[src/hw/rtl/rhp_pkg.sv]
// Package for the RTP header parser: word types, status codes and header constants.
// Depends on nothing; every other file of the parser but rhp_in_if imports it.
package rhp_pkg;

  // Byte position counter width; the counter saturates at its all-ones value.
  localparam int POS_W = 19;
  localparam logic [POS_W-1:0] POS_MAX = '1;

  // Width of the end offset of the CSRC list (12 + 4 * 15 = 72).
  localparam int CSRC_END_W = 7;

  // Fixed header layout.
  localparam int FIXED_HDR_LEN = 12;
  localparam int EXT_HDR_LEN = 4;
  localparam int EXT_LEN_HI_OFS = 2;
  localparam int EXT_LEN_LO_OFS = 3;
  localparam int SEQ_END = 4;
  localparam int STAMP_END = 8;
  localparam logic [1:0] RTP_VERSION = 2'd2;

  // Packet status, first failing check wins.
  typedef enum logic [2:0] {
    ST_OK             = 3'd0,
    ST_SHORT          = 3'd1,
    ST_BAD_VERSION    = 3'd2,
    ST_SHORT_CSRC     = 3'd3,
    ST_SHORT_EXT_HDR  = 3'd4,
    ST_SHORT_EXT_BODY = 3'd5
  } status_e;

  // One input word.
  typedef struct packed {
    logic [7:0] in_byte;
    logic       last_byte;
  } in_word_t;

  // One result word.
  typedef struct packed {
    logic [7:0]       payload_byte;
    logic             is_payload;
    logic             packet_end;
    status_e          status;
    logic             marker_bit;
    logic [6:0]       payload_kind;
    logic [15:0]      seq_number;
    logic [31:0]      time_stamp;
    logic [31:0]      source_id;
    logic [3:0]       contributor_count;
    logic [1:0]       header_flags;
    logic [POS_W-1:0] header_length;
  } out_word_t;

endpackage

[src/hw/rtl/rhp_in_reg.sv]
// Input register of the RTP header parser: holds one accepted byte until it is decoded.
// Depends on rhp_pkg.
module rhp_in_reg import rhp_pkg::*; (
  input  logic     clk_i,
  input  logic     rst_ni,
  input  logic     valid_i,
  output logic     ready_o,
  input  in_word_t word_i,
  input  logic     advance_i,
  output logic     valid_o,
  output in_word_t word_o
);

  logic     valid_q;
  in_word_t word_q;

  // The register takes a new word when empty or when its word moves on.
  assign ready_o = !valid_q || advance_i;
  assign valid_o = valid_q;
  assign word_o  = word_q;

  // Occupancy flag.
  always_ff @(posedge clk_i or negedge rst_ni) begin
    if (!rst_ni) begin
      valid_q <= 1'b0;
    end else if (ready_o) begin
      valid_q <= valid_i;
    end
  end

  // Data holding register.
  always_ff @(posedge clk_i) begin
    if (ready_o && valid_i) begin
      word_q <= word_i;
    end
  end

endmodule

[config.mk]
export PLATFORM = sky130hd
export DESIGN_NAME = rhp_in_reg
export DESIGN_NICKNAME = d
export VERILOG_FILES = /design/src/hw/rtl/rhp_pkg.sv /design/src/hw/rtl/rhp_in_reg.sv
export SDC_FILE = /design/constraint.sdc
export NUM_CORES = 1
export LEC_CHECK = 0
export ABC_AREA = 1
export BUFFER_PORTS_ARGS = -buffer_cell sky130_fd_sc_hd__buf_4
export CORE_AREA = 2 2 39 41
export DETAILED_ROUTE_END_ITERATION = 8
export DIE_AREA = 0 0 41 43
export PLACE_DENSITY = 0.64
export SYNTH_ARGS = -nofsm -noshare
export SYNTH_HDL_FRONTEND = slang
export SYNTH_SLANG_ARGS = --single-unit
[constraint.sdc]
create_clock -name clk_i -period 2.7 [get_ports clk_i]
set_input_delay 0.405 -clock clk_i [delete_from_list [all_inputs] [get_ports clk_i]]
set_output_delay 0.405 -clock clk_i [all_outputs]
set_load 0.03 [all_outputs]
==> flow_metrics.env, run 1 <==
export IMPL_syn_area_sq_um=315
export IMPL_synthDistinctLibCells=5
export IMPL_overflow=0
export IMPL_setup_viol=0
export IMPL_yosys_top_cells_count="edfxtp_1, inv_1, nand2_1, a21oi_1, dfrtp_1"
export IMPL_rsz0062_at_grt="no"
export IMPL_dp_cells=54
export IMPL_gr_usage_met3=0.0681
export IMPL_area_growth_pct=72.6
export IMPL_crit_slowest_cell="a21oi_1"
export IMPL_synth_main_ff_cell="edfxtp_1"
export IMPL_diodes=0
export IMPL_drive_above_1_share=0.605
export IMPL_cp_cell_sequence="a21oi_1"
export IMPL_synth_top_area_share=0.857
export IMPL_stdcell_count=59
export IMPL_period_share=0.524
export IMPL_place_area_sq_um=508
export IMPL_hp_start="word_i[6]"
export IMPL_first_pass_iters=2
export IMPL_ir_worst_vdd_mv=0.280
export IMPL_clock_fmax_mhz=707
export IMPL_async_flop_share=0.100
export IMPL_ant_nets=0
export IMPL_cts_root_buf="clkbuf_4"
export IMPL_path_max_fanout=9
export IMPL_grt_pass1_vias=214
export IMPL_synth_fp_nets=28
export IMPL_maxCapViolations=0
export IMPL_clkTransAtPathRegs_ps=60
export IMPL_track_usage=0.0779
export IMPL_status="finished, final reports clean"
export IMPL_synthCells=15
export IMPL_cts_max_level=1
export IMPL_finalMaxSlewViolations=0
export IMPL_fin_ws_ps=1290
export IMPL_post_place_ws_ps=1170
export IMPL_globalplace_congestion=0.666
export IMPL_cts_buffer_depth=2
export IMPL_max_stage_delay_ps=650
export IMPL_cts_buffers=3
export IMPL_drt_total_wl_um=635
export IMPL_initial_utilization=0.228
export IMPL_final_nets=57
export IMPL_grt_max_degree=10
export IMPL_die_area_sq_um=1760
export IMPL_synth_largest_area_cell="edfxtp_1"
export IMPL_hpwl_um=521
export IMPL_core_area_sq_um=1380
export IMPL_critical_path_arrival_ps=1300
export IMPL_hold_viol=0
export IMPL_worst_path_dominant_cell_family="compound AO/OA/AOI/OAI gates"
export IMPL_cts_tree="done"
export IMPL_ys_seq_area_frac=0.937
export IMPL_antenna_found_initial=0
export IMPL_fillCellCount=142
export IMPL_cp_required_ps=2580
export IMPL_synth_area_per_cell_sq_um=21.0
export IMPL_io_pins=24
export IMPL_grt_pass1_wl_um=855
export IMPL_die_h_um=43
export IMPL_powerDensity_nw_per_um2=613
export IMPL_endpoint_kind="flip-flop"
export IMPL_ys_ff_latch=10
export IMPL_wl_per_cell_um=10.8
export IMPL_cts_num_sinks=10
export IMPL_grt_busiest_layer="met2"
export IMPL_leakage_nw=0.244
export IMPL_r2r_end="word_o[3]"
export IMPL_via_per_inst=3.85
export IMPL_regToRegSetupSlack_ps=1290
export IMPL_final_cell_area_sq_um=544
export IMPL_postLayoutCoreUtil=0.393
export IMPL_hold_class="in2reg"
export IMPL_period_needed_ps=1410
export IMPL_yosysMostFrequentCell="edfxtp_1"
export IMPL_met2_usage=0.106
export IMPL_drt_initial_drc_count=2
export IMPL_placementRows=14
export IMPL_holdPathEnd="word_o[6]"
export IMPL_portBuffers=23
export IMPL_drc=0
export IMPL_clk_latency_ps=260
export IMPL_hold_path_depth=1
export IMPL_reg2reg_depth=1
export IMPL_skew_ps=2.85
export IMPL_crit_type="reg2reg"
export IMPL_tns_ps=0
export IMPL_r2r_start="valid_o"
export IMPL_synthTopCellsByArea="edfxtp_1, dfrtp_1, inv_1, nand2_1, a21oi_1"
export IMPL_max_slew_worst_pin_slew_ps=794
export IMPL_critPathLaunchType="flip-flop"
export IMPL_path_buf_inv=0
export IMPL_die_x_um=41
export IMPL_max_slew_margin=0.471
export IMPL_vias=227
export IMPL_synth_edf_count=9
export IMPL_yosys_warnings=0
export IMPL_met1_usage=0.0893
[metal layers]
metal	share of wire	wire, um
met5	0	0
met4	0	0
met3	0.19	121
met2	0.40	257
met1	0.40	255
[cell usage in the layout (no fill, tap or decap), drive strengths merged]
cell type	netlist	routed
dlygate4sd3	0	1
clkbuf	0	3
a21oi	1	1
dfrtp	1	1
inv	2	2
edfxtp	9	9
buf	0	23
clkinv	0	1
nand2	2	2
[repair_timing]
item,CTS,global route
hold buffers,1,0
gates resized for setup,0,0
setup endpoints to repair,0,0
endpoints found under the hold margin,1,0
setup buffers,0,0
[kinds of logic after synthesis]
| group | count (synthesis) | share of synthesized area |
|---|---|---|
| DFF | 10 | 0.936 |
| and+or+nand+nor | 2 | 0.0238 |
| buffers and inverters | 2 | 0.0238 |
| AOI/OAI and AO/OA | 1 | 0.0159 |
[layout make-up]
| type | instances | area [sq um] | share of cell area |
|---|---|---|---|
| Clock inverter | 1 | 3.75 | 0.00690 |
| Sequential cell | 10 | 295 | 0.543 |
| Clock buffer | 3 | 22.5 | 0.0414 |
| Inverter | 2 | 7.51 | 0.0138 |
| Timing Repair Buffer | 24 | 183 | 0.336 |
| Tap cell | 16 | 20.0 | 0.0368 |
| Multi-Input combinational cell | 3 | 12.5 | 0.0230 |
[metrics by stage]
stage / total power, mW / hold slack (ps)
after floorplan: 0.209 / 109
after global placement: 0.237 / 181
after detailed placement: 0.238 / 182
after CTS: 0.339 / 314
after global routing: 0.352 / 307
final: 0.334 / 321
[where the power goes]
part	leakage, nW	internal [mW]	switching (mW)
clock	0.0154	0.0531	0.0457
combinational	0.132	0.0237	0.0293
sequential	0.0965	0.179	0.00276
total	0.244	0.256	0.0778
[state kept, by name, indices dropped and copies added, names as in the netlist]
name	flops
word_o	9
valid_o	1
[worst max path at each step]
stage / start / end / slack (ps) / depth (start not counted)
2_1_floorplan: valid_o / word_o[0] / 1270 / 1
3_5_place_dp: advance_i / word_o[2] / 1170 / 3
5_1_grt: valid_o / word_o[7] / 1170 / 1
4_1_cts: valid_o / word_o[2] / 1260 / 1
6_report: valid_o / word_o[3] / 1290 / 1
3_3_place_gp: advance_i / word_o[0] / 1200 / 3
(Power assumes the default switching activity.)
==> run 2, diff against run 1 <==
PLACE_DENSITY = 0.66   (was 0.64)
clock period = 1.2 ns   (was 2.7 ns; I/O delays follow)
==> flow_metrics.env, run 2 (synthesis gave the netlist of run 1 again) <==
export IMPL_largest_reg_flops=9
export IMPL_antenna_found_initial=0
export IMPL_grt_max_degree=10
export IMPL_p_switching_mw=0.180
export IMPL_die_area_sq_um=1760
export IMPL_cp_cell_sequence="nand2_1, buf_4"
export IMPL_clkTransAtPathRegs_ps=60
export IMPL_clk_latency_ps=260
export IMPL_postCtsSetupBuffers=0
export IMPL_critical_path_arrival_ps=940
export IMPL_leakage_nw=0.251
export IMPL_setup_viol=0
export IMPL_wl_per_cell_um=10.7
export IMPL_rsz0062_at_grt="no"
export IMPL_final_cell_mix="buf_4, edfxtp_1, clkbuf_4"
export IMPL_startpoint="valid_o"
export IMPL_endpoint_kind="output port"
export IMPL_drt_total_wl_um=633
export IMPL_area_growth_pct=79.4
export IMPL_io_pins=24
export IMPL_core_area_sq_um=1380
export IMPL_cts_root_buf="clkbuf_4"
export IMPL_max_slew_worst_pin_slew_ps=299
export IMPL_first_pass_iters=3
export IMPL_max_slew_margin=0.801
export IMPL_internal_power_mw=0.642
export IMPL_track_usage=0.0841
export IMPL_critPathLaunchType="flip-flop"
export IMPL_hold_class="in2reg"
export IMPL_finalMaxSlewViolations=0
export IMPL_power_frac_comb=0.150
export IMPL_r2r_start="valid_o"
export IMPL_maxCapViolations=0
export IMPL_clock_fmax_mhz=892
export IMPL_diodes=0
export IMPL_die_x_um=41
export IMPL_reg2reg_depth=1
export IMPL_cts_buffer_depth=2
export IMPL_drt_initial_drc_count=2
export IMPL_fin_ws_ps=78.4
export IMPL_vias=229
export IMPL_period_needed_ps=1120
export IMPL_overflow=0
export IMPL_cts_buffers=3
export IMPL_cts_max_level=1
export IMPL_skew_ps=0.660
export IMPL_crit_slowest_cell="dfrtp_1"
export IMPL_cts_tree="done"
export IMPL_swShare=0.219
export IMPL_tns_ps=0
export IMPL_powerDensity_nw_per_um2=1450
export IMPL_final_nets=57
export IMPL_fillCellCount=135
export IMPL_grt_pass1_vias=200
export IMPL_initial_utilization=0.228
export IMPL_max_stage_delay_ps=420
export IMPL_final_common_cell="buf_4"
export IMPL_status="finished, final reports clean"
export IMPL_path_max_fanout=3
export IMPL_ant_nets=0
export IMPL_period_share=0.935
export IMPL_post_place_ws_ps=144
export IMPL_die_h_um=43
export IMPL_grt_pass1_wl_um=848
export IMPL_hp_start="word_i[1]"
export IMPL_drive_above_1_share=0.651
export IMPL_hold_path_depth=1
export IMPL_globalplace_congestion=0.738
export IMPL_hold_viol=0
export IMPL_p_clk_frac=0.351
export IMPL_cp_required_ps=1020
export IMPL_drc=0
export IMPL_crit_type="reg2out"
export IMPL_multiInputGateArea_sq_um=23.8
export IMPL_placementRows=14
export IMPL_cts_num_sinks=10
export IMPL_register_area_sq_um=295
export IMPL_portBuffers=23
export IMPL_cts_resized=0
export IMPL_ir_worst_vdd_mv=0.497
export IMPL_seqPwrFrac=0.499
export IMPL_via_per_inst=3.88
==> run 2: changes by cell type in the layout (fill, tap and decap cells not counted) <==
| cell | change |
|---|---|
| a21oi_1 | -1 |
| a21oi_4 | +1 |
| clkbuf_8 | +1 |
| clkinv_1 | -1 |
==> run 2: stage by stage <==
stage | util | area (sq um) | total power, mW | std cells | hold slack, ps
2_1_floorplan | - | 327 | 0.475 | 15 | -116
3_3_place_gp | 0.375 | 519 | 0.538 | 54 | -43.1
3_5_place_dp | 0.375 | 519 | 0.540 | 54 | -42.7
4_1_cts | 0.409 | 566 | 0.837 | 59 | 85.4
5_1_grt | 0.409 | 566 | 0.864 | 59 | 84.4
6_report | 0.409 | 566 | 0.822 | 59 | 96.6
==> run 2: area by class of cell <==
cell class / instances / share of cell area
multi-input combinational: 3 / 0.0420
inverter: 2 / 0.0133
sequential: 10 / 0.522
clock buffer: 4 / 0.0642
timing repair buffer: 24 / 0.323
tap: 16 / 0.0354
==> run 2: repair_timing <==
action                                 CTS  global route
setup endpoints to repair                0             0
endpoints found under the hold margin    1             0
hold buffers                             1             0
==> run 2: power by group through the flow <==
stage / Clock [mW] / Combinational [mW] / Sequential, mW
after floorplan: 0 / 0.0188 / 0.456
after global placement: 0 / 0.121 / 0.418
after detailed placement: 0 / 0.122 / 0.418
after CTS: 0.302 / 0.125 / 0.410
after global routing: 0.321 / 0.131 / 0.411
final: 0.288 / 0.124 / 0.410
==> run 2: path summary, 6_finish.rpt <==
path | to | slack [ps]
setup / recovery | ready_o | 80
hold / removal | word_o[1] | 100
setup reg to reg | word_o[5] | 140
hold reg to reg | valid_o | 590
max in group asynchronous | valid_o | 890
min in group asynchronous | valid_o | 230
==> run 2: critical path, delay by kind of cell (launching register included) <==
| family | cells | cell delay, ps |
|---|---|---|
| buffers and inverters | 1 | 160 |
| DFF | 1 | 420 |
| and+or+nand+nor | 1 | 100 |
==> run 2: routing by layer <==
metal / GRT usage / up-vias / wire length [um]
met2: 0.0813 / 24 / 237
li1: - / 110 / -
met1: 0.114 / 95 / 262
met3: 0.0576 / 0 / 132
met4: 0.0800 / 0 / 0
met5: 0 / - / 0
==> run 3, diff against run 2 <==
REMOVE_ABC_BUFFERS = 1   (was not set)
==> flow_metrics.env, run 3 (synthesis gave the netlist of run 1 again) <==
export IMPL_grt_pass1_wl_um=979
export IMPL_r2r_start="valid_o"
export IMPL_drt_initial_drc_count=3
export IMPL_critical_path_arrival_ps=900
export IMPL_clkTransAtPathRegs_ps=60
export IMPL_hold_class="in2reg"
export IMPL_die_x_um=41
export IMPL_diodes=0
export IMPL_final_cell_mix="buf_4, edfxtp_1, clkbuf_4"
export IMPL_drive_above_1_share=0.614
export IMPL_globalplace_congestion=0.703
export IMPL_final_common_cell="buf_4"
export IMPL_hp_start="word_i[2]"
export IMPL_crit_type="reg2out"
export IMPL_clock_fmax_mhz=929
export IMPL_internal_power_mw=0.587
export IMPL_cp_required_ps=1020
export IMPL_die_area_sq_um=1760
export IMPL_cts_root_buf="clkbuf_4"
export IMPL_hold_viol=0
export IMPL_path_max_fanout=3
export IMPL_cts_buffers=3
export IMPL_ir_worst_vdd_mv=0.579
export IMPL_swShare=0.231
export IMPL_setup_viol=0
export IMPL_track_usage=0.0849
export IMPL_ant_nets=0
export IMPL_fin_ws_ps=124
export IMPL_die_h_um=43
export IMPL_status="finished, final reports clean"
export IMPL_final_nets=58
export IMPL_reg2reg_depth=2
export IMPL_r2r_end="word_o[4]"
export IMPL_core_area_sq_um=1380
export IMPL_postLayoutCoreUtil=0.399
export IMPL_hpwl_um=551
export IMPL_skew_ps=6.06
export IMPL_wl_per_cell_um=11.0
export IMPL_initial_utilization=0.228
export IMPL_leakage_nw=0.249
export IMPL_powerDensity_nw_per_um2=1380
export IMPL_placementRows=14
export IMPL_drt_total_wl_um=660
export IMPL_worstSetupEndpoint="ready_o"
export IMPL_area_growth_pct=75.0
export IMPL_p_switching_mw=0.176
export IMPL_post_place_ws_ps=190
export IMPL_grt_max_degree=10
export IMPL_overflow=0
export IMPL_finalMaxSlewViolations=0
export IMPL_largest_reg_flops=9
export IMPL_rsz0062_at_grt="no"
export IMPL_first_pass_iters=2
export IMPL_cts_max_level=1
export IMPL_maxCapViolations=0
export IMPL_grt_pass1_vias=260
export IMPL_max_slew_worst_pin_slew_ps=119
export IMPL_startpoint="valid_o"
export IMPL_io_pins=24
export IMPL_drc=0
export IMPL_seqPwrFrac=0.536
export IMPL_period_needed_ps=1080
export IMPL_cts_buffer_depth=2
export IMPL_portBuffers=23
export IMPL_power_frac_comb=0.160
export IMPL_period_share=0.897
export IMPL_postCtsSetupBuffers=0
export IMPL_antenna_found_initial=0
export IMPL_critPathLaunchType="flip-flop"
export IMPL_vias=237
export IMPL_max_slew_margin=0.921
export IMPL_p_clk_frac=0.304
export IMPL_cts_num_sinks=10
export IMPL_cts_tree="done"
export IMPL_via_per_inst=3.95
export IMPL_p_total_mw=0.763
export IMPL_cts_resized=0
export IMPL_regToRegSetupSlack_ps=180
export IMPL_clk_latency_ps=260
export IMPL_endpoint_kind="output port"
export IMPL_tns_ps=0
==> run 3: critical path, stage by stage (launching register included) <==
cell,delay [ps]
dfrtp_1,390
nand2_1,90
buf_4,160
==> run 3: power groups by stage <==
| stage | Combinational, mW | Sequential [mW] | Clock (mW) |
|---|---|---|---|
| floorplan | 0.0151 | 0.455 | 0 |
| global placement | 0.119 | 0.417 | 0 |
| detailed placement | 0.121 | 0.417 | 0 |
| CTS | 0.124 | 0.409 | 0.244 |
| global route | 0.129 | 0.410 | 0.264 |
| finish | 0.122 | 0.409 | 0.232 |
==> run 3: area by class of cell <==
type                    instances  area, sq um
clock buffers                   4         26.3
flip-flops and latches         10          295
fillers                       139          832
multi-input cells               3         12.5
repair buffers                 25          190
well taps                      16         20.0
inverters                       2         7.51
==> run 3: how the worst min path moves through the flow <==
stage / to / slack, ps / cells past startpoint
6_report: word_o[2] / 90 / 1
5_1_grt: word_o[2] / 80 / 1
4_1_cts: word_o[2] / 80 / 1
3_5_place_dp: valid_o / -40 / 1
3_3_place_gp: valid_o / -40 / 1
2_1_floorplan: valid_o / -120 / 0
==> run 3: repair_timing <==
| action | 4_1_cts | 5_1_grt |
|---|---|---|
| hold buffers | 1 | 0 |
| setup endpoints to repair | 0 | 0 |
| endpoints found under the hold margin | 1 | 0 |
==> run 3: metrics by stage <==
step / hold slack [ps] / area (sq um) / instances
after floorplan: -116 / 315 / 15
after global routing: 75.3 / 552 / 60
final: 94.8 / 552 / 60
after CTS: 83.2 / 552 / 60
after detailed placement: -43.2 / 515 / 55
after global placement: -44.3 / 515 / 55
==> run 3: metal layers <==
layer	share of wire	wire, um	up-vias	global-route usage
met5	0	0	-	0
met2	0.43	282	24	0.125
li1	-	-	112	-
met3	0.21	139	0	0.0471
met4	0	0	0	0.0600
met1	0.36	237	101	0.0853
