[src/hw/rtl/rhp_pkg.sv]
// Package for the RTP header parser: word types, status codes and header constants.
// Depends on nothing; every other file of the parser but rhp_in_if imports it.
package rhp_pkg;

  // Byte position counter width; the counter saturates at its all-ones value.
  localparam int POS_W = 19;
  localparam logic [POS_W-1:0] POS_MAX = '1;

  // Width of the end offset of the CSRC list (12 + 4 * 15 = 72).
  localparam int CSRC_END_W = 7;

  // Fixed header layout.
  localparam int FIXED_HDR_LEN = 12;
  localparam int EXT_HDR_LEN = 4;
  localparam int EXT_LEN_HI_OFS = 2;
  localparam int EXT_LEN_LO_OFS = 3;
  localparam int SEQ_END = 4;
  localparam int STAMP_END = 8;
  localparam logic [1:0] RTP_VERSION = 2'd2;

  // Packet status, first failing check wins.
  typedef enum logic [2:0] {
    ST_OK             = 3'd0,
    ST_SHORT          = 3'd1,
    ST_BAD_VERSION    = 3'd2,
    ST_SHORT_CSRC     = 3'd3,
    ST_SHORT_EXT_HDR  = 3'd4,
    ST_SHORT_EXT_BODY = 3'd5
  } status_e;

  // One input word.
  typedef struct packed {
    logic [7:0] in_byte;
    logic       last_byte;
  } in_word_t;

  // One result word.
  typedef struct packed {
    logic [7:0]       payload_byte;
    logic             is_payload;
    logic             packet_end;
    status_e          status;
    logic             marker_bit;
    logic [6:0]       payload_kind;
    logic [15:0]      seq_number;
    logic [31:0]      time_stamp;
    logic [31:0]      source_id;
    logic [3:0]       contributor_count;
    logic [1:0]       header_flags;
    logic [POS_W-1:0] header_length;
  } out_word_t;

endpackage

[src/hw/rtl/rhp_core.sv]
// Decode core of the RTP header parser: header state, position counter and result logic.
// Depends on rhp_pkg.
module rhp_core import rhp_pkg::*; (
  input  logic      clk_i,
  input  logic      rst_ni,
  input  logic      step_i,
  input  in_word_t  word_i,
  output out_word_t result_o
);

  logic [POS_W-1:0]      pos_q, pos_d;
  logic [7:0]            first_q, first_d;
  logic [7:0]            second_q, second_d;
  logic [15:0]           seq_q, seq_d;
  logic [31:0]           stamp_q, stamp_d;
  logic [31:0]           source_q, source_d;
  logic [POS_W-1:0]      hdr_end_q, hdr_end_d;
  logic [15:0]           ext_words_q, ext_words_d;

  logic [7:0]            cur_byte;
  logic [7:0]            fb;
  logic [3:0]            cc;
  logic                  ext;
  logic                  v2;
  logic [CSRC_END_W-1:0] csrc_end;
  logic [POS_W-1:0]      csrc_end_w;
  logic [POS_W:0]        pkt_len;
  logic                  pay;
  status_e               status;

  // Field decode and next header state.
  always_comb begin
    cur_byte   = word_i.in_byte;
    fb         = (pos_q == '0) ? cur_byte : first_q;
    cc         = fb[3:0];
    ext        = fb[4];
    v2         = (fb[7:6] == RTP_VERSION);
    csrc_end   = CSRC_END_W'(FIXED_HDR_LEN) + {1'b0, cc, 2'b00};
    csrc_end_w = POS_W'(csrc_end);

    first_d     = first_q;
    second_d    = second_q;
    seq_d       = seq_q;
    stamp_d     = stamp_q;
    source_d    = source_q;
    hdr_end_d   = hdr_end_q;
    ext_words_d = ext_words_q;

    // Fixed header bytes are shifted in by position.
    if (pos_q == '0) begin
      first_d   = cur_byte;
      hdr_end_d = csrc_end_w + (ext ? POS_W'(EXT_HDR_LEN) : '0);
    end else if (pos_q == POS_W'(1)) begin
      second_d = cur_byte;
    end else if (pos_q < POS_W'(SEQ_END)) begin
      seq_d = {seq_q[7:0], cur_byte};
    end else if (pos_q < POS_W'(STAMP_END)) begin
      stamp_d = {stamp_q[23:0], cur_byte};
    end else if (pos_q < POS_W'(FIXED_HDR_LEN)) begin
      source_d = {source_q[23:0], cur_byte};
    end

    // Extension word count follows the two-byte profile field.
    if (ext && pos_q == csrc_end_w + POS_W'(EXT_LEN_HI_OFS)) begin
      ext_words_d = {8'h00, cur_byte};
    end
    if (ext && pos_q == csrc_end_w + POS_W'(EXT_LEN_LO_OFS)) begin
      ext_words_d = {ext_words_q[7:0], cur_byte};
      hdr_end_d   = csrc_end_w + POS_W'(EXT_HDR_LEN) + POS_W'({ext_words_d, 2'b00});
    end

    // Payload starts at the stored header end; it never moves onto the current byte.
    pay     = v2 && (pos_q >= hdr_end_q);
    pkt_len = {1'b0, pos_q} + (POS_W + 1)'(1);

    // Status checks in priority order.
    if (pkt_len < (POS_W + 1)'(FIXED_HDR_LEN)) begin
      status = ST_SHORT;
    end else if (!v2) begin
      status = ST_BAD_VERSION;
    end else if (pkt_len < (POS_W + 1)'(csrc_end)) begin
      status = ST_SHORT_CSRC;
    end else if (ext && pkt_len < (POS_W + 1)'(csrc_end) + (POS_W + 1)'(EXT_HDR_LEN)) begin
      status = ST_SHORT_EXT_HDR;
    end else if (ext && pkt_len < {1'b0, hdr_end_d}) begin
      status = ST_SHORT_EXT_BODY;
    end else begin
      status = ST_OK;
    end

    // Result word; summary fields only on the last byte.
    result_o              = '0;
    result_o.status       = ST_OK;
    result_o.payload_byte = pay ? cur_byte : 8'h00;
    result_o.is_payload   = pay;
    result_o.packet_end   = word_i.last_byte;
    if (word_i.last_byte) begin
      result_o.status            = status;
      result_o.marker_bit        = second_d[7];
      result_o.payload_kind      = second_d[6:0];
      result_o.seq_number        = seq_d;
      result_o.time_stamp        = stamp_d;
      result_o.source_id         = source_d;
      result_o.contributor_count = cc;
      result_o.header_flags      = {fb[5], ext};
      result_o.header_length     = hdr_end_d;
    end

    // Saturating position counter.
    pos_d = (pos_q != POS_MAX) ? pos_q + POS_W'(1) : pos_q;
  end

  // Header state; the last byte of a packet returns it to the reset values.
  always_ff @(posedge clk_i or negedge rst_ni) begin
    if (!rst_ni) begin
      pos_q       <= '0;
      first_q     <= '0;
      second_q    <= '0;
      seq_q       <= '0;
      stamp_q     <= '0;
      source_q    <= '0;
      hdr_end_q   <= POS_W'(FIXED_HDR_LEN);
      ext_words_q <= '0;
    end else if (step_i) begin
      if (word_i.last_byte) begin
        pos_q       <= '0;
        first_q     <= '0;
        second_q    <= '0;
        seq_q       <= '0;
        stamp_q     <= '0;
        source_q    <= '0;
        hdr_end_q   <= POS_W'(FIXED_HDR_LEN);
        ext_words_q <= '0;
      end else begin
        pos_q       <= pos_d;
        first_q     <= first_d;
        second_q    <= second_d;
        seq_q       <= seq_d;
        stamp_q     <= stamp_d;
        source_q    <= source_d;
        hdr_end_q   <= hdr_end_d;
        ext_words_q <= ext_words_d;
      end
    end
  end

`ifndef SYNTHESIS
  // A packet end re-arms the position counter.
  a_rearm: assert property (@(posedge clk_i) disable iff (!rst_ni)
    step_i && word_i.last_byte |=> pos_q == '0)
    else $error("position counter not cleared after packet end");

  // Payload never lies inside the fixed header.
  a_pay_past_hdr: assert property (@(posedge clk_i) disable iff (!rst_ni)
    result_o.is_payload |-> pos_q >= POS_W'(FIXED_HDR_LEN))
    else $error("payload flagged inside the fixed header");

  // The header end never shrinks below the fixed header.
  a_hdr_min: assert property (@(posedge clk_i) disable iff (!rst_ni)
    hdr_end_q >= POS_W'(FIXED_HDR_LEN))
    else $error("header end below fixed header length");
`endif

endmodule

[config.mk]
export PLATFORM = sky130hd
export DESIGN_NAME = rhp_core
export DESIGN_NICKNAME = d
export VERILOG_FILES = /design/src/hw/rtl/rhp_pkg.sv /design/src/hw/rtl/rhp_core.sv
export SDC_FILE = /design/constraint.sdc
export NUM_CORES = 1
export LEC_CHECK = 0
export BUFFER_PORTS_ARGS = -buffer_cell sky130_fd_sc_hd__buf_2
export CAP_MARGIN = 10
export CORE_MARGIN = 2
export CORE_UTILIZATION = 55
export DETAILED_ROUTE_END_ITERATION = 12
export HOLD_SLACK_MARGIN = 0.1
export PLACE_DENSITY_LB_ADDON = 0.25
export SYNTH_ARGS = -nofsm -noshare
export SYNTH_HDL_FRONTEND = slang
export SYNTH_SLANG_ARGS = --single-unit
[constraint.sdc]
create_clock -name clk_i -period 19 [get_ports clk_i]
set_input_delay 2.85 -clock clk_i [delete_from_list [all_inputs] [get_ports clk_i]]
set_output_delay 2.85 -clock clk_i [all_outputs]
set_load 0.02 [all_outputs]
==> reports/results.tsv, run 1 <==
stage	metric	value	unit
worst_setup_path	Buf/Inv on CP	4	
final_layout	layout cells sized above 1	0.1579	
clock_network	total CTS buffers	17	
worst_setup_path	critical path type	in2out	
synthesis	Synth Flop Type	dfrtp_1	
timing	Clock Skew	13.46	ps
timing	period utilisation layout	0.6070	
worst_setup_path	crit path capture type	output pin	
floorplanning	I/O pin count	138	
power	VDD IR max	0.00006953	V
timing	Slew Limit Fails	0	
synthesis	yosys warns	0	
global_routing	first-pass GRT wire length	49.30	mm
timing	RSZ-0062 raised after global routing	false	
outcome	status	completed	
detailed_routing	Initial DRC Count	925	
final_layout	Util after Layout	0.6251	
placed_design	Placed Instances	1526	
synthesis	Mapped Cells	1233	
synthesis	top-count cell post-synth	nand2_1	
floorplanning	num rows	50	
placed_design	port bufs	137	
floorplanning	Die Span Y	141.0	um
global_routing	Overall Global Routing Usage	0.3109	
worst_setup_path	largest delay contributor family on the critical path	compound AO/OA/AOI/OAI gates	
timing	Final Hold Viols	0	
clock_network	H-tree Lvls	4	
clock_network	Post-CTS Hold Fix Bufs	0	
timing	final setup fails	0	
detailed_routing	via/cell ratio	6.341	
synthesis	share of synthesized flip-flops with an asynchronous set or reset	1.000	
clock_network	post-CTS setup buffers	0	
worst_setup_path	slowest library cell on the worst path	a21oi_1	
run	total of max-cap violations	0	
synthesis	number of synthesized register bits	142	
final_layout	area delta synth->final	12.47	%
worst_hold_path	hold crit path type	reg2reg	
synthesis	sequential share of the synthesized area	0.3443	
power	Design Power	0.9810	mW
clock_network	Worst-Skew Late Latency	430	ps
detailed_routing	First-pass DRT Iterations	6	
floorplanning	Initial Utilization	0.5558	
timing	Worst-Margin Slew	1204	ps
placed_design	Placer Congestion	0.9753	
detailed_routing	DRC Markers	0	
floorplanning	Core Region	0.01858	mm^2
clock_network	Bufs on Longest Clock Path	2	
timing	Rel. slew slack	0.1975	
global_routing	initial antenna violation count	0	
global_routing	largest net degree at the start of global routing	94	
synthesis	share of the synthesized area in the top cell type	0.3392	
synthesis	Post-Syn Area per Cell	8.376	um^2
floorplanning	die area	0.01989	mm^2
final_layout	Final Net Count	1389	
detailed_routing	DRT antenna net count	0	
floorplanning	die width	141.0	um
timing	Fmax	86.71	MHz
global_routing	total gr overflow	0	
synthesis	synth cell count leaders	nand2_1, dfrtp_1, a21oi_1, clkbuf_1, nor2_1	
clock_network	PostCTS Resize Cnt	0	
clock_network	CTS tree	yes	
global_routing	vias in the first global route	9086	
detailed_routing	Via Count	9880	
synthesis	largest area contributor in the netlist	dfrtp_1	
worst_setup_path	crit path launch type	primary input	
synthesis	Synth area leaders	dfrtp_1, ha_1, nand2_1	
synthesis	Synth cell types	73	
worst_setup_path	CP max stage delay	550	ps
placed_design	post-detailed-placement half-perimeter wirelength	21.10	mm
worst_setup_path	Worst EP arrival	8680	ps
worst_setup_path	worst-path fanout max	15	
worst_setup_path	Worst EP required	16150	ps
final_layout	non-filler cells in the finished layout	1558	
timing	final setup TNS	0	ps
synthesis	Mapped Area	0.01033	mm^2
synthesis	EDFF count, synth	0	
detailed_routing	wire per inst	19.87	um
timing	Min Clock Period, post-route	11530	ps
final_layout	diode count	0	
power	Power Dens Cells	84.46	mW/mm^2
detailed_routing	DRT Wirelength	30.95	mm
clock_network	Reg clk slew, reported paths	70	ps
clock_network	CTS root buffer	clkbuf_16	
synthesis	syn_nets	1311	
clock_network	CTS sink cnt	142	
power	Leak	5.446	nW
==> final timing paths <==
path,cells after the start,startpoint,slack (ps),endpoint
max,27,word_i[1],7470,result_o[113]
min,1,seq_q[8]$_DFFE_PN0P_,490,seq_q[8]$_DFFE_PN0P_
max reg2reg,21,pos_q[7]$_DFFE_PN0P_,13220,hdr_end_q[15]$_DFFE_PN0P_
min reg2reg,1,seq_q[8]$_DFFE_PN0P_,490,seq_q[8]$_DFFE_PN0P_
max in group asynchronous,2,rst_ni,15170,stamp_q[17]$_DFFE_PN0P_
min in group asynchronous,1,rst_ni,2460,pos_q[14]$_DFFE_PN0P_
==> registers in the layout, indices dropped and copies added, names as in the netlist <==
name,flops
ext_words_q,8
hdr_end_q,19
seq_q,16
stamp_q,32
pos_q,19
first_q,8
source_q,32
second_q,8
==> metal layers <==
metal	routed length, um	vias up	track usage
met5	0	-	0
li1	-	4614	-
met1	13990	4762	0.4628
met3	2209	75	0.04620
met4	928	0	0.1200
met2	13820	429	0.4570
==> cells in the final DEF, fill, tap and decap left out, types with 6 or more instances in the layout <==
cell type    n
nand2_1    199
dfrtp_1    140
buf_2      136
a21oi_1    119
nor2_1      70
ha_1        65
o2bb2ai_1   58
a22o_1      55
inv_1       53
a21boi_0    50
nand3_1     33
xnor2_1     31
o21ai_0     28
and2_1      18
nand4_1     18
mux2i_1     17
clkbuf_16   17
o22ai_1     16
buf_4       16
a22oi_1     15
and3_1      13
a21o_1      11
nor3_1       9
o211ai_1     9
xor2_1       8
nor2b_1      8
o21a_1       8
or3_1        6
==> worst register-to-register path, cell delays in order, from the launching register on <==
cell and delay [ps]:
dfrtp_1 560, or4_4 630, or4_4 540, nor2_8 360, nor2_1 80, a21oi_1 320, ha_1 360, nor2b_1 230
nand3_1 140, nand3_1 210, inv_1 110, ha_1 310, inv_1 60, fa_1 460, nor2b_1 130, o21ai_0 100
a21oi_1 260, o21a_1 220, nand2_1 90, xnor2_1 150, a32oi_1 210, o22ai_1 110
==> final cells by class <==
class / count / area, um^2
Clock inverter: 14 / 122.6
Clock buffer: 18 / 429.2
Multi-Input combinational cell: 942 / 6195
Sequential cell: 142 / 3556
Fill cell: 1618 / 6965
Tap cell: 234 / 292.8
Inverter: 55 / 207.7
Timing Repair Buffer: 153 / 812.0
==> metrics by stage <==
step	hold slack (ps)	worst slack (ps)	instance area, um^2
2_1_floorplan	449.2	8731	10330
3_3_place_gp	463.4	7766	11060
3_5_place_dp	473.4	7589	11060
4_1_cts	493.3	7556	11610
5_1_grt	504.9	7036	11610
6_report	490.7	7467	11610
==> logic make-up (layout without fill, tap and decap cells) <==
family | count (synthesis) | in the layout | synth area share
buffers and inverters | 149 | 240 | 0.05742
DFF | 142 | 142 | 0.3443
muxes | 19 | 19 | 0.01866
and+or+nand+nor | 408 | 408 | 0.1845
adders and majority gates | 66 | 66 | 0.08069
AOI/OAI and AO/OA | 410 | 410 | 0.2813
xor gates and xnor gates | 39 | 39 | 0.03308
==> where the power goes <==
group	switching (mW)	leakage (nW)	internal, mW
clock	0.149	0.258	0.172
sequential	0.0289	1.94	0.335
combinational	0.188	3.25	0.109
total	0.366	5.45	0.615
(Power assumes the default switching activity.)
==> inputs of run 2 (changes only) <==
- ABC_AREA: not set -> 1
- CORE_UTILIZATION: 55 -> 53
- clock period: 19 -> 10.32 ns (I/O delays scaled with it)
==> run 2 against run 1 <==
Compared with the run above:
- sequential cell count unchanged
- cell area down 4.6%
- total power up 92%
- sequential power up 71%
- worst hold slack better by 14 ps
- synthesized area down 5.3%
- critical path type unchanged
- critical endpoint unchanged
- largest cell class unchanged
- largest power group is now combinational cells
- highest routed layer unchanged
==> reports/results.tsv, run 2 <==
stage	metric	value	unit	change
outcome	status	completed		
worst_setup_path	Critical Path Most Common Cell	inv_1		
final_layout	count of filler cells inserted in the layout	1695		+4.8%
worst_hold_path	hold crit path type	reg2reg		
placed_design	Placement Setup Slack	1947	ps	-5643 ps
placed_design	post-detailed-placement half-perimeter wirelength	20.61	mm	-2.3%
floorplanning	I/O pin count	138		unchanged
timing	period utilisation layout	0.8183		
floorplanning	die area	0.01955	mm^2	-1.7%
placed_design	Placed Instances	1624		+6.4%
clock_network	CTS tree	yes		
worst_setup_path	worst-path fanout max	9		-6
detailed_routing	DRT Wirelength	28.87	mm	-6.7%
synthesis	share of synthesized flip-flops with an asynchronous set or reset	1.000		unchanged
synthesis	top-count cell post-synth	inv_1		
global_routing	first-pass GRT wire length	46.33	mm	-6.0%
timing	Min Clock Period, post-route	8444	ps	
synthesis	syn_nets	1394		+6.3%
clock_network	total CTS buffers	17		unchanged
timing	Fmax	118.4	MHz	
detailed_routing	First-pass DRT Iterations	6		unchanged
detailed_routing	Via Count	9200		-6.9%
clock_network	post-CTS setup buffers	0		unchanged
worst_setup_path	crit path capture type	output pin		
final_layout	non-filler cells in the finished layout	1656		+6.3%
run	total of max-cap violations	0		unchanged
clock_network	CTS root buffer	clkbuf_16		
detailed_routing	Initial DRC Count	801		-13%
floorplanning	Initial Utilization	0.5425		-0.01334
timing	final setup TNS	0	ps	unchanged
floorplanning	die width	139.8	um	-0.85%
global_routing	total gr overflow	0		unchanged
clock_network	H-tree Lvls	4		unchanged
clock_network	PostCTS Resize Cnt	0		unchanged
global_routing	vias in the first global route	8759		-3.6%
detailed_routing	DRT antenna net count	0		unchanged
synthesis	Mapped Area	0.009778	mm^2	-5.3%
clock_network	Worst-Skew Late Latency	450	ps	+20 ps
detailed_routing	wire per inst	17.44	um	-12%
worst_setup_path	crit path launch	word_i[1]		
clock_network	Post-CTS Hold Fix Bufs	0		unchanged
global_routing	initial antenna violation count	0		unchanged
worst_setup_path	critical path type	in2out		
synthesis	Post-Syn Area per Cell	7.430	um^2	-11%
synthesis	synth cell count leaders	inv_1, nand2_1, nor2_1, dfrtp_1, o22ai_1		
final_layout	Final Net Count	1492		+7.4%
power	Power Dens Cells	169.9	mW/mm^2	+100%
power	Leak	5.811	nW	+6.7%
synthesis	Synth cell types	57		-22%
floorplanning	Die Span Y	139.8	um	-0.85%
clock_network	Reg clk slew, reported paths	60	ps	about the same
timing	final setup fails	0		unchanged
clock_network	Bufs on Longest Clock Path	2		unchanged
synthesis	sequential share of the synthesized area	0.3637		+0.01934
worst_setup_path	Worst EP required	8770	ps	-7380 ps
detailed_routing	DRC Markers	0		unchanged
final_layout	leading cell type in the layout, fill and taps excluded	inv_1		
global_routing	largest net degree at the start of global routing	91		-3.2%
timing	Final WS setup	1876	ps	-5591 ps
timing	Worst-Margin Slew	1124	ps	-80.25 ps
power	VDD IR max	0.0001560	V	+120%
timing	RSZ-0062 raised after global routing	false		
final_layout	diode count	0		unchanged
floorplanning	Core Region	0.01802	mm^2	-3.0%
worst_setup_path	CP max stage delay	450	ps	-100 ps
final_layout	leading registers by flop count	source_q x32, stamp_q x32		
worst_setup_path	worst r2r src	pos_q[0]$_DFFE_PN0P_		
detailed_routing	via/cell ratio	5.556		-12%
timing	Rel. slew slack	0.2510		+0.05350
placed_design	Placer Congestion	0.9854		+1.0%
global_routing	Overall Global Routing Usage	0.2978		-0.01305
clock_network	CTS sink cnt	142		unchanged
timing	Slew Limit Fails	0		unchanged
synthesis	Mapped Cells	1316		+6.7%
final_layout	area delta synth->final	13.27	%	
worst_setup_path	Worst EP arrival	6900	ps	-1780 ps
worst_hold_path	Worst Hold Launch	ext_words_q[4]$_DFFE_PN0P_		
synthesis	share of the synthesized area in the top cell type	0.3583		+0.01906
timing	Clock Skew	18.71	ps	+5.253 ps
floorplanning	num rows	49		-2.0%
synthesis	largest area contributor in the netlist	dfrtp_1		
synthesis	Synth Flop Type	dfrtp_1		
final_layout	most frequent cells in the layout	inv_1, nand2_1, nor2_1		
synthesis	EDFF count, synth	0		unchanged
worst_setup_path	crit path launch type	primary input		
worst_setup_path	slowest library cell on the worst path	fa_1		
synthesis	Synth area leaders	dfrtp_1, inv_1, ha_1		
timing	Final Hold Viols	0		unchanged
timing	Final Hold Slack	504.3	ps	+13.56 ps
final_layout	layout cells sized above 1	0.1710		+0.01313
placed_design	port bufs	137		unchanged
synthesis	yosys warns	0		unchanged
synthesis	number of synthesized register bits	142		unchanged
-- run 2: worst paths after layout --
check                                             end  slack (ps)  cells past startpoint
max                                     result_o[113]        1880                     28
min                        ext_words_q[4]$_DFFE_PN0P_         500                      2
max reg2reg                 hdr_end_q[16]$_DFFE_PN0P_        5130                     26
min reg2reg                ext_words_q[4]$_DFFE_PN0P_         500                      2
max in group asynchronous      stamp_q[4]$_DFFE_PN0P_        7820                      2
min in group asynchronous       seq_q[15]$_DFFE_PN0P_        1170                      1
-- run 2: metal layers --
layer,vias up,routed length [um],global-route usage,part of all wire
li1,4533,-,-,-
met1,4318,13030,0.4094,0.45
met2,296,13540,0.4786,0.47
met3,53,1620,0.04886,0.056
met4,0,683,0.1047,0.024
met5,-,0,0,0
-- run 2: cell families (layout without fill, tap and decap cells) --
logic type / after synthesis / count (layout) / share of synthesized area
AND/OR/NAND/NOR: 478 / 478 / 0.2200
flip-flops: 142 / 142 / 0.3637
XOR/XNOR: 22 / 22 / 0.02047
AO/OA/AOI/OAI: 311 / 311 / 0.1914
buffers and inverters: 297 / 408 / 0.1193
adder cells (fa/ha/maj): 66 / 66 / 0.08522
-- run 2: metrics by stage --
stage,utilization,power (mW),area (um^2)
after floorplan,-,1.110,9778
after global placement,0.5839,1.284,10530
after detailed placement,0.5839,1.295,10530
after CTS,0.6145,1.882,11080
after global routing,0.6145,1.995,11080
final,0.6145,1.881,11080
-- run 2: worst max-delay path, delay by kind of cell --
kind / cells / cell delay, ps
AO/OA/AOI/OAI: 7 / 1650
XOR/XNOR: 1 / 110
adder cells (fa/ha/maj): 4 / 1280
buffers and inverters: 6 / 680
AND/OR/NAND/NOR: 10 / 1610
-- run 2: cell type report --
class                           instances  area, um^2  area share
Clock buffer                           17       425.4     0.03841
Clock inverter                         15       125.1     0.01130
Inverter                              234       882.1     0.07964
Multi-Input combinational cell        877        5069      0.4576
Sequential cell                       142        3556      0.3211
Tap cell                              229       286.5     0.02587
Timing Repair Buffer                  142       732.0     0.06609
-- run 2: power breakdown --
group          total (mW)  switching (mW)  leakage (nW)  internal [mW]
combinational       0.667           0.453          3.60          0.214
clock               0.591           0.277         0.266          0.315
sequential          0.624          0.0208          1.95          0.603
total                1.88           0.750          5.81           1.13
==> inputs of run 3 (changes only) <==
- clock period: 10.32 -> 7.5 ns (I/O delays scaled with it)
==> run 3 against run 2 <==
Compared with the run above:
- clock skew is 7.1 ps lower
- cell count is 1.9% higher
- combinational power up 49%
- clock power is 44% higher
- wire length grew 2.9%
- critical endpoint unchanged
- largest cell class unchanged
==> reports/results.tsv, run 3 (same netlist as run 2, synthesis figures left out) <==
stage	metric	value	unit	change
outcome	status	completed		
global_routing	vias in the first global route	8801		+0.48%
worst_setup_path	crit path launch	pos_q[0]$_DFFE_PN0P_		
worst_setup_path	Worst EP required	6380	ps	-2390 ps
final_layout	non-filler cells in the finished layout	1687		+1.9%
floorplanning	I/O pin count	138		unchanged
clock_network	total CTS buffers	17		unchanged
placed_design	Placed Instances	1636		+0.74%
power	switching share of power	0.3929		-0.005855
floorplanning	Die Span Y	139.8	um	unchanged
floorplanning	Initial Utilization	0.5425		unchanged
floorplanning	die area	0.01955	mm^2	unchanged
placed_design	port bufs	137		unchanged
detailed_routing	wire per inst	17.60	um	+0.96%
power	Psw	1.060	mW	+41%
power	share of total power in combinational logic	0.368		+0.014
detailed_routing	Initial DRC Count	869		+8.5%
final_layout	diode count	0		unchanged
global_routing	initial antenna violation count	0		unchanged
timing	final setup fails	0		unchanged
global_routing	Overall Global Routing Usage	0.3000		+0.002187
worst_setup_path	Setup crit end	result_o[113]		
clock_network	Worst-Skew Late Latency	440	ps	about the same
detailed_routing	DRC Markers	0		unchanged
detailed_routing	metal1 wirelength	13.18	mm	+1.2%
worst_setup_path	critical path type	reg2out		
detailed_routing	First-pass DRT Iterations	5		-1
power	Design Power	2.698	mW	+43%
worst_setup_path	crit path launch type	flip-flop		
detailed_routing	met3 WL	1.737	mm	+7.2%
final_layout	layout cells sized above 1	0.2106		+0.03957
placed_design	Placer Congestion	0.9779		-0.76%
clock_network	Reg clk slew, reported paths	70	ps	about the same
placed_design	post-detailed-placement half-perimeter wirelength	20.81	mm	+0.94%
detailed_routing	DRT Wirelength	29.70	mm	+2.9%
timing	Final Hold Slack	498.2	ps	-6.114 ps
detailed_routing	via/cell ratio	5.615		+1.1%
timing	period utilisation layout	0.9538		
timing	Clock Skew	11.58	ps	-7.125 ps
global_routing	total gr overflow	0		unchanged
timing	Min Clock Period, post-route	7154	ps	
worst_setup_path	register-to-register setup slack	3110	ps	-2020 ps
worst_setup_path	worst r2r dst	hdr_end_q[17]$_DFFE_PN0P_		
worst_setup_path	CP max stage delay	440	ps	about the same
clock_network	CTS root buffer	clkbuf_16		
final_layout	leading cell type in the layout, fill and taps excluded	inv_1		
worst_setup_path	Critical Path Most Common Cell	nand2_1		
timing	Fmax	139.8	MHz	
floorplanning	die width	139.8	um	unchanged
detailed_routing	DRT antenna net count	0		unchanged
worst_hold_path	Worst Hold Path Cells	2		unchanged
clock_network	CTS tree	yes		
final_layout	area delta synth->final	17.26	%	
power	Int Pwr	1.638	mW	+45%
worst_setup_path	slowest library cell on the worst path	dfrtp_2		
detailed_routing	Top Layer Used	met4		
detailed_routing	Via Count	9472		+3.0%
clock_network	H-tree Lvls	4		unchanged
worst_setup_path	worst r2r src	pos_q[0]$_DFFE_PN0P_		
floorplanning	num rows	49		unchanged
clock_network	Bufs on Longest Clock Path	2		unchanged
global_routing	largest net degree at the start of global routing	79		-13%
global_routing	first-pass GRT wire length	46.47	mm	+0.31%
timing	Slew Limit Fails	0		unchanged
power	part of the power in registers	0.317		-0.014
worst_setup_path	FF-to-FF path depth	24		-7.7%
timing	Worst-Margin Slew	1098	ps	-25.12 ps
final_layout	Final Net Count	1523		+2.1%
timing	Rel. slew slack	0.2677		+0.01675
run	total of max-cap violations	0		unchanged
clock_network	CTS sink cnt	142		unchanged
worst_setup_path	worst-path fanout max	4		-5
power	Leak	6.005	nW	+3.3%
worst_setup_path	Worst EP arrival	6030	ps	-870 ps
floorplanning	Core Region	0.01802	mm^2	unchanged
final_layout	leading registers by flop count	source_q x32, stamp_q x32		
worst_hold_path	hold crit path type	reg2reg		
power	VDD IR max	0.0002044	V	+31%
worst_setup_path	crit path capture type	output pin		
detailed_routing	Routed met2 length	13.79	mm	+1.8%
final_layout	most frequent cells in the layout	inv_1, nand2_1, nor2_1		
power	Power Dens Cells	235.3	mW/mm^2	+39%
timing	Final Hold Viols	0		unchanged
power	clock power share	0.315		about the same
[run 3: cell count changes in the layout (fill, tap and decap cells not counted), moves of 4 or more]
cell     delta
dfrtp_2    +10
inv_2       +4
dfrtp_1    -10
buf_4      +31
ha_1        -5
[run 3: what timing repair did]
item	in CTS	in global routing
pin swaps	0	13
hold buffers	0	0
setup buffers	0	19
resized for setup	2	35
endpoints found under the setup margin	2	2
[run 3: power groups by stage]
| stage | logic, mW | registers [mW] | clock network, mW |
|---|---|---|---|
| floorplan | 0.665 | 0.862 | 0 |
| global placement | 0.912 | 0.868 | 0 |
| detailed placement | 0.922 | 0.870 | 0 |
| CTS | 0.928 | 0.856 | 0.858 |
| global route | 1.09 | 0.862 | 0.900 |
| finish | 0.991 | 0.857 | 0.850 |
[run 3: worst max-delay path: cells and delay by family (launching register included)]
kind,cells,cell delay [ps]
buffers and inverters,5,490
AOI/OAI and AO/OA,4,500
xor gates and xnor gates,1,160
DFF,1,440
and+or+nand+nor,19,2590
adders and majority gates,5,1420
[run 3: how the worst min path moves through the flow]
| stage | slack, ps | endpoint | startpoint |
|---|---|---|---|
| 6_report | 500 | ext_words_q[4]$_DFFE_PN0P_ | ext_words_q[4]$_DFFE_PN0P_ |
| 5_1_grt | 530 | hdr_end_q[2]$_DFFE_PN1P_ | hdr_end_q[2]$_DFFE_PN1P_ |
| 4_1_cts | 500 | ext_words_q[4]$_DFFE_PN0P_ | ext_words_q[4]$_DFFE_PN0P_ |
| 3_5_place_dp | 490 | ext_words_q[4]$_DFFE_PN0P_ | ext_words_q[4]$_DFFE_PN0P_ |
| 3_3_place_gp | 480 | ext_words_q[4]$_DFFE_PN0P_ | ext_words_q[4]$_DFFE_PN0P_ |
| 2_1_floorplan | 450 | ext_words_q[3]$_DFFE_PN0P_ | ext_words_q[3]$_DFFE_PN0P_ |
[run 3: layout make-up]
class,count,area (um^2)
Clock inverter,15,152.6
Clock buffer,17,425.4
Tap cell,229,286.5
Inverter,234,882.1
Multi-Input combinational cell,877,5180
Sequential cell,142,3568
Timing Repair Buffer,173,970.9
Fill cell,1597,6559
[run 3: stage by stage]
| step | worst slack, ps | utilization | TNS [ps] | instance area (um^2) |
|---|---|---|---|---|
| final | 346.5 | 0.6361 | 0 | 11470 |
| after global routing | -7.139 | 0.6361 | -7.139 | 11470 |
| after CTS | 31.17 | 0.6216 | 0 | 11200 |
| after detailed placement | 61.06 | 0.5889 | 0 | 10620 |
| after global placement | 229.7 | 0.5889 | 0 | 10620 |
| after floorplan | 889.9 | - | 0 | 9778 |
[run 3: routing by layer]
layer / vias to the layer above / GRT usage
met4: 0 / 0.1200
met2: 340 / 0.4660
met5: - / 0
met1: 4461 / 0.4216
met3: 68 / 0.04646
li1: 4603 / -
